[config.mk]
export PLATFORM = sky130hd
export DESIGN_NAME = vc3_div
export DESIGN_NICKNAME = d
export VERILOG_FILES = /design/src/hdl/vc3_pkg.sv /design/src/hdl/vc3_div.sv
export SDC_FILE = /design/constraint.sdc
export NUM_CORES = 2
export LEC_CHECK = 0
export ABC_AREA = 1
export ABC_CLOCK_PERIOD_IN_PS = 4610
export BUFFER_PORTS_ARGS = -buffer_cell sky130_fd_sc_hd__buf_2
export CAP_MARGIN = 10
export CORE_MARGIN = 3
export CORE_UTILIZATION = 40
export DETAILED_ROUTE_END_ITERATION = 10
export SLEW_MARGIN = 20
export SYNTH_ARGS = -nofsm -noshare
export SYNTH_HDL_FRONTEND = slang
export SYNTH_SLANG_ARGS = --single-unit
[constraint.sdc]
create_clock -name clk_i -period 4.61 [get_ports clk_i]
set_input_delay 1.383 -clock clk_i [delete_from_list [all_inputs] [get_ports clk_i]]
set_output_delay 1.383 -clock clk_i [all_outputs]
set_load 0.02 [all_outputs]
[src/hdl/vc3_pkg.sv]
`default_nettype none
package vc3_pkg;

  localparam int unsigned CoordW      = 16;
  localparam int unsigned CosFracBits = 15;
  localparam int unsigned CosW        = CosFracBits + 1;
  localparam int unsigned ProdW       = 2 * CoordW;
  localparam int unsigned SqrtW       = 2 * CoordW;
  localparam int unsigned RadW        = 4 * CoordW;

  typedef struct packed {
    logic signed [CoordW-1:0] a_x;
    logic signed [CoordW-1:0] a_y;
    logic signed [CoordW-1:0] a_z;
    logic signed [CoordW-1:0] b_x;
    logic signed [CoordW-1:0] b_y;
    logic signed [CoordW-1:0] b_z;
  } vc3_in_t;

  typedef struct packed {
    logic signed [CosW-1:0] cosine;
    logic                   zero_norm;
  } vc3_out_t;

  // per-item sideband that rides along the sqrt and divide pipes
  typedef struct packed {
    logic             zero;
    logic             neg;
    logic [SqrtW-1:0] dmag;
  } vc3_side_t;

endpackage
`default_nettype wire

[src/hdl/vc3_div.sv]
`default_nettype none
module vc3_div (
  input  wire logic                       clk_i,
  input  wire logic                       rst_ni,
  input  wire logic                       adv_i,
  input  wire logic                       valid_i,
  input  wire logic [vc3_pkg::SqrtW-1:0]  root_i,
  input  wire vc3_pkg::vc3_side_t         side_i,
  output logic                            valid_o,
  output logic [vc3_pkg::CosFracBits-1:0] quo_o,
  output logic                            sat_o,
  output vc3_pkg::vc3_side_t              side_o
);
  import vc3_pkg::*;

  // setup stage: full-scale check, then one quotient bit per stage
  logic             v0_q;
  logic [SqrtW-1:0] r0_q, s0_q;
  logic             sat0_q;
  vc3_side_t        side0_q;

  always_ff @(posedge clk_i or negedge rst_ni) begin
    if (!rst_ni) begin
      v0_q <= 1'b0;
    end else if (adv_i) begin
      v0_q <= valid_i;
    end
  end

  always_ff @(posedge clk_i) begin
    if (adv_i) begin
      r0_q    <= side_i.dmag;
      s0_q    <= root_i;
      sat0_q  <= side_i.dmag >= root_i;
      side0_q <= side_i;
    end
  end

  logic [CosFracBits:0]   v_w;
  logic [SqrtW-1:0]       r_w    [CosFracBits+1];
  logic [SqrtW-1:0]       s_w    [CosFracBits+1];
  logic [CosFracBits-1:0] q_w    [CosFracBits+1];
  logic [CosFracBits:0]   sat_w;
  vc3_side_t              side_w [CosFracBits+1];

  assign v_w[0]    = v0_q;
  assign r_w[0]    = r0_q;
  assign s_w[0]    = s0_q;
  assign q_w[0]    = '0;
  assign sat_w[0]  = sat0_q;
  assign side_w[0] = side0_q;

  for (genvar k = 0; k < CosFracBits; k++) begin : g_stage
    logic                   v_q;
    logic [SqrtW-1:0]       r_q, s_q;
    logic [CosFracBits-1:0] q_q;
    logic                   sat_q;
    vc3_side_t              side_q;
    logic [SqrtW:0]         r_sh, r_sub;
    logic                   ge;

    always_comb begin
      r_sh  = {r_w[k], 1'b0};
      r_sub = r_sh - {1'b0, s_w[k]};
      ge    = r_sh >= {1'b0, s_w[k]};
    end

    always_ff @(posedge clk_i or negedge rst_ni) begin
      if (!rst_ni) begin
        v_q <= 1'b0;
      end else if (adv_i) begin
        v_q <= v_w[k];
      end
    end

    always_ff @(posedge clk_i) begin
      if (adv_i) begin
        r_q    <= ge ? r_sub[SqrtW-1:0] : r_sh[SqrtW-1:0];
        s_q    <= s_w[k];
        q_q    <= {q_w[k][CosFracBits-2:0], ge};
        sat_q  <= sat_w[k];
        side_q <= side_w[k];
      end
    end

    assign v_w[k+1]    = v_q;
    assign r_w[k+1]    = r_q;
    assign s_w[k+1]    = s_q;
    assign q_w[k+1]    = q_q;
    assign sat_w[k+1]  = sat_q;
    assign side_w[k+1] = side_q;
  end

  assign valid_o = v_w[CosFracBits];
  assign quo_o   = q_w[CosFracBits];
  assign sat_o   = sat_w[CosFracBits];
  assign side_o  = side_w[CosFracBits];

endmodule
`default_nettype wire

# Word level (Yosys, flattened, before mapping)
# Index checks and enable logic that the tools add are counted.
[totals] register_bits=1624 latch_bits=0 ram_bits=0 romBits=0 in_bits=70 out_inout_bits=51 wordCells=182 memories=0
[op_classes] n_addsub=14 mul=0 div_mod_pow=0 n_lt_le_gt_ge=16 eq_ne=0 n_shift=0 muxes=14 n_bitwise=0 n_reduce_logical=0
[op_table] operator="$ge 33x32->1" count=15
[op_table] operator="$mux 32" count=14
[op_table] operator="$sub 32x32->32" count=14
[op_table] operator="$ge 32x32->1" count=1

# Depth between registers and ports, before layout
[depth] word_depth=2 mapped_depth=17 mapped_depth_nobuf=15

# Worst setup path after synthesis
# No wires, ideal clock.
[synth_timing] kind="input port to flip-flop" startpoint="input root_i[3] in the netlist's numbering" endpoint="register sat0_q, data pin" setup_time_ps=260 arrival_ps=2268 required_time_ps=4350 setup_slack_ps=2082 cell_stages=9 path_buffers=0 cell_sequence="inv_1 ha_1 a21o_1 o21bai_1 nand3_1 nand2_1 nand2_1 nand2_1 nand3_1"
[synth_between] elab_chain_cells=1
[synth_rtl] element="from (decl)" line_no="vc3_div.sv:7" text="input wire logic [vc3_pkg::SqrtW-1:0] root_i,"
[synth_rtl] element="$ge 32x32->1" line_no="vc3_div.sv:34" text="sat0_q <= side_i.dmag >= root_i;"
[synth_rtl] element="to (signal assigned)" line_no="vc3_div.sv:34"
[synth_rtl] element="to (decl)" line_no="vc3_div.sv:19" text="logic sat0_q;"
# No other way between the ends.
# A chain may end at the register's enable or synchronous reset.

# Final worst setup path
[layout_timing] startpoint="register g_stage[6].s_q[22]" endpoint="register g_stage[7].r_q[21], data pin"
[layout_between] elab_chain_cells=2
[layout_rtl] element="from (decl)" line_no="vc3_div.sv:55" text="logic [SqrtW-1:0] r_q, s_q;"
[layout_rtl] element="from (signal assigned)" line_no="vc3_div.sv:79" text="s_q <= s_w[k];"
[layout_rtl] element="$ge 33x32->1" line_no="vc3_div.sv:65" text="ge = r_sh >= {1'b0, s_w[k]};"
[layout_rtl] element="$mux 32" line_no="vc3_div.sv:78" text="r_q <= ge ? r_sub[SqrtW-1:0] : r_sh[SqrtW-1:0];"
[layout_rtl] element="to (signal assigned)" line_no="vc3_div.sv:78"
[layout_rtl] element="to (decl)" line_no="vc3_div.sv:55"
# No other way between the ends.

==> metrics <==
share of the synthesized area in the top cell type=0.515; area taken by multi-input logic gates=35900 µm²; I/O Buffers=120; total number of vias=70.1k; GP Congestion=0.926; Peak VDD IR=0.000358 V; DR iter-0 viols=6043; syn_area_per_cell=8.52 µm²; Post-DP HPWL=211000 µm; Congestion Overflow GR=0; CTS buffer count=182; post-layout min period=3290 ps; worst slew pin tran=996 ps; most frequent cells in the layout=nand2_1 (4110), inv_1 (2181), edfxtp_1 (1608); Syn Inst Count=11.0k; Crit Path Class=reg -> reg; clock sink count=1624; Setup-failing EPs final=0; Initial Util=0.403; Routed WL=266000 µm; # DRC=0; worst path required time=5120 ps; largest net degree at the start of global routing=109; Final nets=11.8k; final hold viol count=0; total power=65.7 mW; relative slew slack=0.336; synthesized cell area=93700 µm²; Clk Latency, worst-skew pair=870 ps; PwrDens=629 nW/µm²; R2R cell count=13; Hold Path End=g_stage[13].q_q[10]; Filler cells=22.8k; Clock Tree Buf Depth=3; layout cells sized above 1=0.0616; Startpoint Class=flip-flop; hold path cells=0; Pleak=50.9 nW; Fmax=304 MHz; total setup buffers inserted after CTS=0; clock skew=61.4 ps; Worst Hold Class=reg -> reg; met2 wire len=125000 µm; CTS tree=yes; RR Startpoint=g_stage[6].s_q[22]; first-pass GRT wire length=404000 µm; flop2flop setup slack=1320 ps; sequential standard cell area=48700 µm²; vias in the first global route=67.1k; clk root buf=clkbuf_16; Clock transition at path regs=60 ps; total track usage=0.217; die span in x=490 µm; Synth warnings=0; final core utilization=0.449; WL per Instance=18.3 µm; height of the die=490 µm; fin area=104000 µm²; post-synthesis sequential area ratio=0.519; run status=finished, final reports clean; commonest non-fill, non-tap cell in the layout=nand2_1; area added between synthesis and finish=11.4%; number of max-cap violations=0; row count=177; reg-to-reg critical path endpoint=g_stage[7].r_q[21]; post-cts sizing count=0; synthesis-stage register bit count=1624; Mapped Nets=11.6k; Tcrit/Tclk final=0.714; hold buffers post-CTS=0; CP endpoint kind=flip-flop; CP arrival=3800 ps; Area contributors post-synth=edfxtp_1 (52%), nand2_1 (16%), inv_1 (8.7%); Placed Area=98100 µm²; DRT met1 WL=122000 µm; final setup TNS=0 ps; htree depth=4; Max Slew Vio Count=0; final antenna-violating net count=0; WL met3=13500 µm; number of I/O pins=121; ys async rst share=0.00985; largest area contributor in the netlist=edfxtp_1; Synth Flop Type=edfxtp_1; Core Area=233000 µm²; Crit Path Max Fanout=34; DRT Pass-1 Iters=8; Post-synth EDFFs=1608; antenna violations before repair=2; Unique masters post-synth=39; Highest Signal Layer=met5; hold_sp=g_stage[12].q_q[9]; drt via density=4.82; RSZ-0062 raised after global routing=false; DIE AREA=240000 µm²
==> sequential cells by signal (all words and copies together), names as in the netlist <==
signal / cells
g_stage.q_q: 105
g_stage.r_q: 448
side_o: 34
g_stage.sat_q: 14
g_stage.side_q: 476
s0_q: 32
g_stage.s_q: 448
quo_o: 15
sat_o: 1
valid_o: 1
side0_q: 34
v0_q: 1
g_stage.v_q: 14
sat0_q: 1
==> layer usage <==
layer	GRT usage	vias up
met5	0	-
met4	0.0486	2
li1	-	35279
met1	0.303	32767
met2	0.362	1794
met3	0.0274	303
==> final cells by class <==
cell class                 count  share of cell area
multi-input combinational   7070               0.343
inverter                    2187              0.0787
tap                         3132              0.0375
clock buffer                 201              0.0443
timing repair buffer         184              0.0135
clock inverter               138              0.0165
sequential                  1624               0.466
antenna                        2           0.0000479
==> logic make-up after synthesis <==
family,share of synthesized area
simple gates,0.271
fa+ha+maj,0.0712
compound gates,0.0219
flops,0.519
xor+xnor,0.0183
buf+inv,0.0982
==> synthesized netlist by cell type, types with 9 or more instances <==
master / number
o21ai_0: 35
and2_1: 116
nand4_1: 45
a21o_1: 10
fa_1: 14
buf_2: 58
ha_1: 511
nand3b_1: 144
a21oi_1: 339
o21bai_1: 11
buf_4: 9
nor2_1: 542
edfxtp_1: 1608
xnor2_1: 14
inv_1: 2181
nor3_2: 13
nand2_2: 51
buf_6: 44
dfrtp_1: 16
or2_2: 10
nor2_2: 32
nor3_1: 104
nand3_1: 660
nand3_2: 96
nand2_4: 12
nand2_1: 4110
xor2_1: 182
==> power by group <==
group / internal [mW] / switching [mW]
clock: 8.82 / 6.30
sequential: 20.2 / 2.07
combinational: 8.87 / 19.4
total: 37.9 / 27.8
==> stage by stage <==
stage	instances	setup WS [ps]	hold slack (ps)
6_report	14538	1320	399
5_1_grt	14538	1170	386
4_1_cts	14536	1390	351
3_5_place_dp	14197	1410	405
3_3_place_gp	14197	1410	401
2_1_floorplan	11004	2080	400
==> worst max-delay path: stages, from the launching register on <==
cell      delay (ps)
edfxtp_1         640
inv_1             90
ha_1             390
nand2_1          110
nor2_1           190
nand2_1          110
nor2_2           170
nand2_1           90
nand3_1           90
nor2_1            80
nand2_4          390
inv_4            300
nand2_1          150
nand2_1          180
==> worst max path at each step <==
stage / depth (start not counted) / end / slack (ps) / from
floorplan: 9 / sat0_q / 2080 / root_i[3]
detailed placement: 13 / g_stage[7].r_q[21] / 1410 / g_stage[6].s_q[22]
global route: 13 / g_stage[7].r_q[21] / 1170 / g_stage[6].s_q[22]
CTS: 13 / g_stage[7].r_q[21] / 1390 / g_stage[6].s_q[22]
global placement: 8 / g_stage[13].r_q[1] / 1410 / g_stage[12].r_q[26]
finish: 13 / g_stage[7].r_q[21] / 1320 / g_stage[6].s_q[22]
Note: power is estimated with default switching activity, not from simulation.
