[src/hdl/vc3_pkg.sv]
`default_nettype none
package vc3_pkg;

  localparam int unsigned CoordW      = 16;
  localparam int unsigned CosFracBits = 15;
  localparam int unsigned CosW        = CosFracBits + 1;
  localparam int unsigned ProdW       = 2 * CoordW;
  localparam int unsigned SqrtW       = 2 * CoordW;
  localparam int unsigned RadW        = 4 * CoordW;

  typedef struct packed {
    logic signed [CoordW-1:0] a_x;
    logic signed [CoordW-1:0] a_y;
    logic signed [CoordW-1:0] a_z;
    logic signed [CoordW-1:0] b_x;
    logic signed [CoordW-1:0] b_y;
    logic signed [CoordW-1:0] b_z;
  } vc3_in_t;

  typedef struct packed {
    logic signed [CosW-1:0] cosine;
    logic                   zero_norm;
  } vc3_out_t;

  // per-item sideband that rides along the sqrt and divide pipes
  typedef struct packed {
    logic             zero;
    logic             neg;
    logic [SqrtW-1:0] dmag;
  } vc3_side_t;

endpackage
`default_nettype wire

[src/hdl/vc3_sqrt.sv]
`default_nettype none
module vc3_sqrt (
  input  wire logic                 clk_i,
  input  wire logic                 rst_ni,
  input  wire logic                 adv_i,
  input  wire logic                 valid_i,
  input  wire logic [vc3_pkg::RadW-1:0] rad_i,
  input  wire vc3_pkg::vc3_side_t   side_i,
  output logic                      valid_o,
  output logic [vc3_pkg::SqrtW-1:0] root_o,
  output vc3_pkg::vc3_side_t        side_o
);
  import vc3_pkg::*;

  localparam int unsigned RemW = SqrtW + 3;

  // one result bit per stage, two radicand bits consumed per stage
  logic [SqrtW:0]   v_w;
  logic [RadW-1:0]  x_w    [SqrtW+1];
  logic [RemW-1:0]  rem_w  [SqrtW+1];
  logic [SqrtW-1:0] root_w [SqrtW+1];
  vc3_side_t        side_w [SqrtW+1];

  assign v_w[0]    = valid_i;
  assign x_w[0]    = rad_i;
  assign rem_w[0]  = '0;
  assign root_w[0] = '0;
  assign side_w[0] = side_i;

  for (genvar k = 0; k < SqrtW; k++) begin : g_stage
    logic             v_q;
    logic [RadW-1:0]  x_q;
    logic [RemW-1:0]  rem_q;
    logic [SqrtW-1:0] root_q;
    vc3_side_t        side_q;
    logic [RemW-1:0]  rem_sh, trial;
    logic             ge;

    always_comb begin
      rem_sh = {rem_w[k][RemW-3:0], x_w[k][RadW-1 -: 2]};
      trial  = RemW'({root_w[k], 2'b01});
      ge     = rem_sh >= trial;
    end

    always_ff @(posedge clk_i or negedge rst_ni) begin
      if (!rst_ni) begin
        v_q <= 1'b0;
      end else if (adv_i) begin
        v_q <= v_w[k];
      end
    end

    always_ff @(posedge clk_i) begin
      if (adv_i) begin
        x_q    <= {x_w[k][RadW-3:0], 2'b00};
        rem_q  <= ge ? rem_sh - trial : rem_sh;
        root_q <= {root_w[k][SqrtW-2:0], ge};
        side_q <= side_w[k];
      end
    end

    assign v_w[k+1]    = v_q;
    assign x_w[k+1]    = x_q;
    assign rem_w[k+1]  = rem_q;
    assign root_w[k+1] = root_q;
    assign side_w[k+1] = side_q;
  end

  assign valid_o = v_w[SqrtW];
  assign root_o  = root_w[SqrtW];
  assign side_o  = side_w[SqrtW];

endmodule
`default_nettype wire

[config.mk]
export PLATFORM = sky130hd
export DESIGN_NAME = vc3_sqrt
export DESIGN_NICKNAME = d
export VERILOG_FILES = /design/src/hdl/vc3_pkg.sv /design/src/hdl/vc3_sqrt.sv
export SDC_FILE = /design/constraint.sdc
export NUM_CORES = 2
export LEC_CHECK = 0
export BUFFER_PORTS_ARGS = -buffer_cell sky130_fd_sc_hd__buf_2
export CAP_MARGIN = 20
export CELL_PAD_IN_SITES_DETAIL_PLACEMENT = 1
export CELL_PAD_IN_SITES_GLOBAL_PLACEMENT = 1
export CORE_UTILIZATION = 40
export CTS_BUF_LIST = sky130_fd_sc_hd__clkbuf_8 sky130_fd_sc_hd__clkbuf_16
export DETAILED_ROUTE_END_ITERATION = 12
export HOLD_SLACK_MARGIN = 0.05
export PLACE_DENSITY_LB_ADDON = 0.15
export RECOVER_POWER = 25
export SYNTH_ARGS = -nofsm -noshare
export SYNTH_HDL_FRONTEND = slang
export SYNTH_SLANG_ARGS = --single-unit
[constraint.sdc]
create_clock -name clk_i -period 8.42 [get_ports clk_i]
set_clock_uncertainty 0.05 [all_clocks]
set_input_delay 0.421 -clock clk_i [delete_from_list [all_inputs] [get_ports clk_i]]
set_output_delay 0.421 -clock clk_i [all_outputs]
set_load 0.03 [all_outputs]
# ---- Yosys cells after proc, flatten, opt, wreduce, memory -nomap -nowiden
# Cells that the tools add are included.
dict set report word_totals {
  register_bits 3633
  output_inout_bits 67
  input_bits 102
}
dict set report classes {
  n_lt_le_gt_ge 32
  add_sub_neg 31
  n_mux 31
}
# operator n
set ops {}
lappend ops {{$mux W33} 30}
lappend ops {{$ge A35 B10 Y1} 1}
lappend ops {{$ge A35 B11 Y1} 1}
lappend ops {{$ge A35 B12 Y1} 1}
lappend ops {{$ge A35 B13 Y1} 1}
lappend ops {{$ge A35 B14 Y1} 1}
lappend ops {{$ge A35 B15 Y1} 1}
lappend ops {{$ge A35 B16 Y1} 1}
lappend ops {{$ge A35 B17 Y1} 1}
lappend ops {{$ge A35 B18 Y1} 1}
lappend ops {{$ge A35 B19 Y1} 1}
lappend ops {{$ge A35 B20 Y1} 1}
lappend ops {{$ge A35 B21 Y1} 1}
lappend ops {{$ge A35 B22 Y1} 1}
lappend ops {{$ge A35 B23 Y1} 1}
lappend ops {{$ge A35 B24 Y1} 1}
lappend ops {{$ge A35 B25 Y1} 1}
lappend ops {{$ge A35 B26 Y1} 1}
lappend ops {{$ge A35 B27 Y1} 1}
lappend ops {{$ge A35 B28 Y1} 1}
lappend ops {{$ge A35 B29 Y1} 1}
lappend ops {{$ge A35 B3 Y1} 1}
lappend ops {{$ge A35 B30 Y1} 1}
lappend ops {{$ge A35 B31 Y1} 1}
lappend ops {{other kinds (41)} 41}

# ---- Longest topological paths before layout
dict set report logic_depth {
  word_depth 2
  depth_mapped 14
  depth_no_buf 13
}

# ---- Worst setup path after synthesis
# OpenSTA, ideal clock, no wires.
dict set report synth_path {
  path_type {reg2reg}
  start {reg g_stage[13].rem_q[20]}
  end {reg g_stage[14].rem_q[15], data pin}
  arrival_time_ns 3.174
  setup_ns 0.260
  n_path_buf 1
  stages_incl_launch_ff 10
  setup_slack_ns 4.936
  t_required_ns 8.110
  path_cell_list {edfxtp_1 > or4_4 > or4_4 > or4_4 > or3_4 > nor4b_2 > and2_2 > inv_2 > buf_6 > mux2_4}
}
dict set report synth_between {
  elab_chain_len 2
}
# item line
set synth_lines {}
lappend synth_lines {{from (decl)} vc3_sqrt.sv:33} ;# logic [RemW-1:0] rem_q;
lappend synth_lines {{from (signal assigned)} vc3_sqrt.sv:56} ;# rem_q <= ge ? rem_sh - trial : rem_sh;
lappend synth_lines {{$ge A35 B16 Y1} vc3_sqrt.sv:42} ;# ge = rem_sh >= trial;
lappend synth_lines {{$mux W33} vc3_sqrt.sv:56}
lappend synth_lines {{to (signal assigned)} vc3_sqrt.sv:56}
lappend synth_lines {{to (decl)} vc3_sqrt.sv:33}
# No other way between the ends.
# A chain may end at the register's enable or synchronous reset.

# ---- Final worst setup path
dict set report layout_path {
  start {reg g_stage[26].rem_q[0]}
  end {reg g_stage[27].rem_q[20], data pin}
}
dict set report layout_between {
  elab_chain_len 2
  word_cells_on_any_way 3
  classes_between {add/sub (1); order compare (1); mux (1)}
}
# item line
set layout_lines {}
lappend layout_lines {{from (decl)} vc3_sqrt.sv:33}
lappend layout_lines {{from (signal assigned)} vc3_sqrt.sv:56}
lappend layout_lines {{$ge A35 B29 Y1} vc3_sqrt.sv:42}
lappend layout_lines {{named net g_stage[27].ge} vc3_sqrt.sv:37} ;# logic ge;
lappend layout_lines {{$mux W33} vc3_sqrt.sv:56}
lappend layout_lines {{to (signal assigned)} vc3_sqrt.sv:56}
lappend layout_lines {{to (decl)} vc3_sqrt.sv:33}
# The timed path passes the listed nets, and every way through them passes these cells.

==> impl_results.md <==
- Outcome: completed
- Crit. End Element: flip-flop
- Share of flip-flops with an asynchronous set or reset: less than 1%
- Die span in x: slightly above 600 um
- Relative slew slack: 24.8%
- Fill cells: between 30000 and 40000
- Count of input and output buffers: between 150 and 200
- Leak: ~64 nW
- Seq cells post-synth: 3615
- Number of nets in the layout: about 11000
- Hold Path Class: primary input to flip-flop
- Num CTS Buffers: about 390
- Die area: ~380000 um^2
- Max clock buf depth: 4
- Distinct cells, synth: 101
- Drt first pass iters: 5
- Final hold viol count: 0
- Worst-Margin Slew: around 1.1 ns
- Final Max Slew Viols: 0
- DRT iter0 DRCs: 5006
- Worst Path Buf+Inv: 3
- Post-route ant nets: 0
- CTS Root Cell: clkbuf_16
- Initial Utilization: between 40% and 50%
- Largest net degree at the start of global routing: ~190
- Power Dens Cells: 285 nW/um^2
- Worst EP arrival: ~5.0 ns
- Critical-path cell list: ha_1 -> o211ai_1 -> o21ai_0 -> o2111ai_1 -> o21ai_0 -> buf_4 -> a211oi_1 -> o21ai_0 -> a31oi_4 -> buf_4 -> inv_1 -> mux2_2
- Gr usage total: 17.1%
- Syn Inst Count: around 10000
- Final instance area: roughly 170000 um^2
- Routability cong.: between 0.8 and 0.9
- Antenna violations before repair: 6
- Core area: between 300000 and 400000 um^2
- Post-CTS Setup Repair Bufs: 0
- Avg Vias per Cell: between 5 and 6
- Maximum vdd drop: about 0.18 mV
- # setup viols final: 0
- Area Overhead vs Synth: 14.6%
- FF/Latch Area: between 100000 and 150000 um^2
- Layout cells sized above 1: 9.09%
- Slowest-stage cell, CP: a211oi_1
- Logic depth of the worst path, buffers included: 12
- CP Launch Type: flip-flop
- Max stage delay on crit path: between 0.6 and 0.7 ns
- # rows: ~220
- R2R depth: 12
- Crit-path max FO: 57
- Chip height: ~620 um
- Unrepaired setup endpoints after global routing: false
- Fin crit period: between 4 and 5 ns
- Sequential cell area fraction in the yosys report: between 70% and 80%
- Number of top-level pins: 169
- Crit Path Class: flip-flop to flip-flop
- Number of synthesized flops with an enable pin: between 3000 and 4000
- Worst Path Required: ~9 ns
- Main flop type after synthesis: edfxtp_1
- H-Tree Level Count: 5
- FMAX: 227 MHz
- Reg2Reg Setup Slack: between 4 and 5 ns
- Top Family by Delay on Critical Path: compound AO/OA/AOI/OAI gates
- Fin crit share: 52.4%
- Synth Cell Area: around 150000 um^2
- Commonest cells in the netlist: edfxtp_1 (3583), inv_1 (700), nand2_1 (647)
- Clk sinks: approximately 3600
- Max Cap Violations: 0
- Area leader, netlist: edfxtp_1
- Syn. warnings: 0
- First-pass GRT wire length: slightly above 500000 um
- Area share of the largest cell type after synthesis: a little under three quarters
- Mapped Nets: 10900
- DPL Wire Length: 232000 um
- Wirelength per Cell: about 20 um
- Mean Syn Cell Area: around 15 um^2
- Vias: just over 80000
- CTS clk-pin slew, worst paths: about 0.060 ns
- Area of the multi-input gates: slightly below 40000 um^2
- Vias in the first global route: 86500
- Setup_tns: 0 ns
- Residual DRC: 0
- WHS Path Cells: 2
- TritonCTS clock tree: done
- Final WL: between 300000 and 400000 um
- Synth area leaders: edfxtp_1 (71%), ha_1 (4.7%), xor2_1 (2.4%)
- GR Overflow Total: 0
- Crit path top cell by count: o21ai_0
- Most frequent cell after synthesis: edfxtp_1
- Post-place instance area: 158000 um^2
- Worst-Skew Late Latency: roughly 0.99 ns
[cells by family (layout without fill, tap and decap cells)]
| logic type | count (synthesis) | count (layout) | synth area share (%) |
|---|---|---|---|
| flip-flops | 3615 | 3615 | 72.0 |
| AND/OR/NAND/NOR | 2371 | 2371 | 7.83 |
| AO/OA/AOI/OAI | 1841 | 1841 | 7.57 |
| buffers and inverters | 897 | 1821 | 2.26 |
| XOR/XNOR | 808 | 808 | 4.70 |
| adder cells (fa/ha/maj) | 561 | 561 | 4.66 |
| multiplexers | 128 | 128 | 0.945 |
| other | 1 | 4 | 0.00249 |
[report_power, final]
part,switching [mW],internal [mW]
Clock,7.18,10.2
Combinational,4.86,3.27
Sequential,1.27,22.3
[path summary, 6_finish.rpt]
kind / start / endpoint
max reg2reg: g_stage[26].rem_q[0] / g_stage[27].rem_q[20]
max: g_stage[26].rem_q[0] / g_stage[27].rem_q[20]
min reg2reg: g_stage[14].x_q[61] / g_stage[15].x_q[63]
min in group asynchronous: rst_ni / g_stage[22].v_q
min: rad_i[53] / g_stage[0].x_q[55]
max in group asynchronous: rst_ni / g_stage[12].v_q
[cells in the final DEF, fill, tap and decap left out, types with 72 or more instances in the layout]
master         netlist  layout
edfxtp_1          3583    3583
inv_1              700     782
nand2_1            647     647
ha_1               561     561
a21oi_1            555     555
nor2_1             552     552
o21ai_0            515     514
xor2_1             412     412
clkbuf_16            0     400
xnor2_1            396     396
a21o_1             223     223
nor3_1             208     206
dlygate4sd3_1        0     157
buf_2                6     148
nand3_1            138     138
nor4_1             117     117
nand2b_1           111     111
mux2_2             108     108
nand4_1            100     100
o21a_1              96      96
or3_1               91      91
nor2b_1             82      82
clkinv_1             1      72
[per-layer routing]
metal | GRT usage [%] | vias up | wire length [um]
met2 | 30.2 | 1146 | 165000
met3 | 1.97 | 567 | 10100
met5 | 0 | - | 0
met1 | 21.9 | 41100 | 143000
met4 | 5.73 | 0 | 11300
li1 | - | 39500 | -
[stage by stage]
step / utilization [%] / hold slack, ns / cells / worst slack (ns) / total power [mW]
floorplan: - / 0.0754 / 10200 / 4.94 / 29.0
global placement: 42.2 / 0.350 / 15200 / 4.01 / 31.8
detailed placement: 42.2 / 0.355 / 15200 / 4.09 / 32.0
CTS: 46.2 / 0.0504 / 16100 / 4.03 / 49.8
global route: 46.2 / 0.0918 / 16100 / 3.67 / 51.4
finish: 46.2 / 0.140 / 16100 / 4.01 / 49.1
[repair_timing]
action,CTS,global route
resized for setup,0,0
hold endpoints to repair,228,0
hold buffers,158,0
[cell type report]
cell class | instances | area share, %
antenna | 3 | 0.00435
clock buffer | 403 | 5.83
clock inverter | 320 | 1.85
inverter | 703 | 1.53
multi-input combinational | 5710 | 22.5
sequential | 3615 | 62.9
tap | 4972 | 3.61
timing repair buffer | 395 | 1.84
[state kept, by name, summed over array words and instances, names as in the netlist]
signal          cells
g_stage.rem_q     975
g_stage.x_q       992
g_stage.side_q   1054
g_stage.v_q        31
g_stage.root_q    496
side_o             34
valid_o             1
root_o             32
No activity file was read; power rests on OpenSTA's default activity.
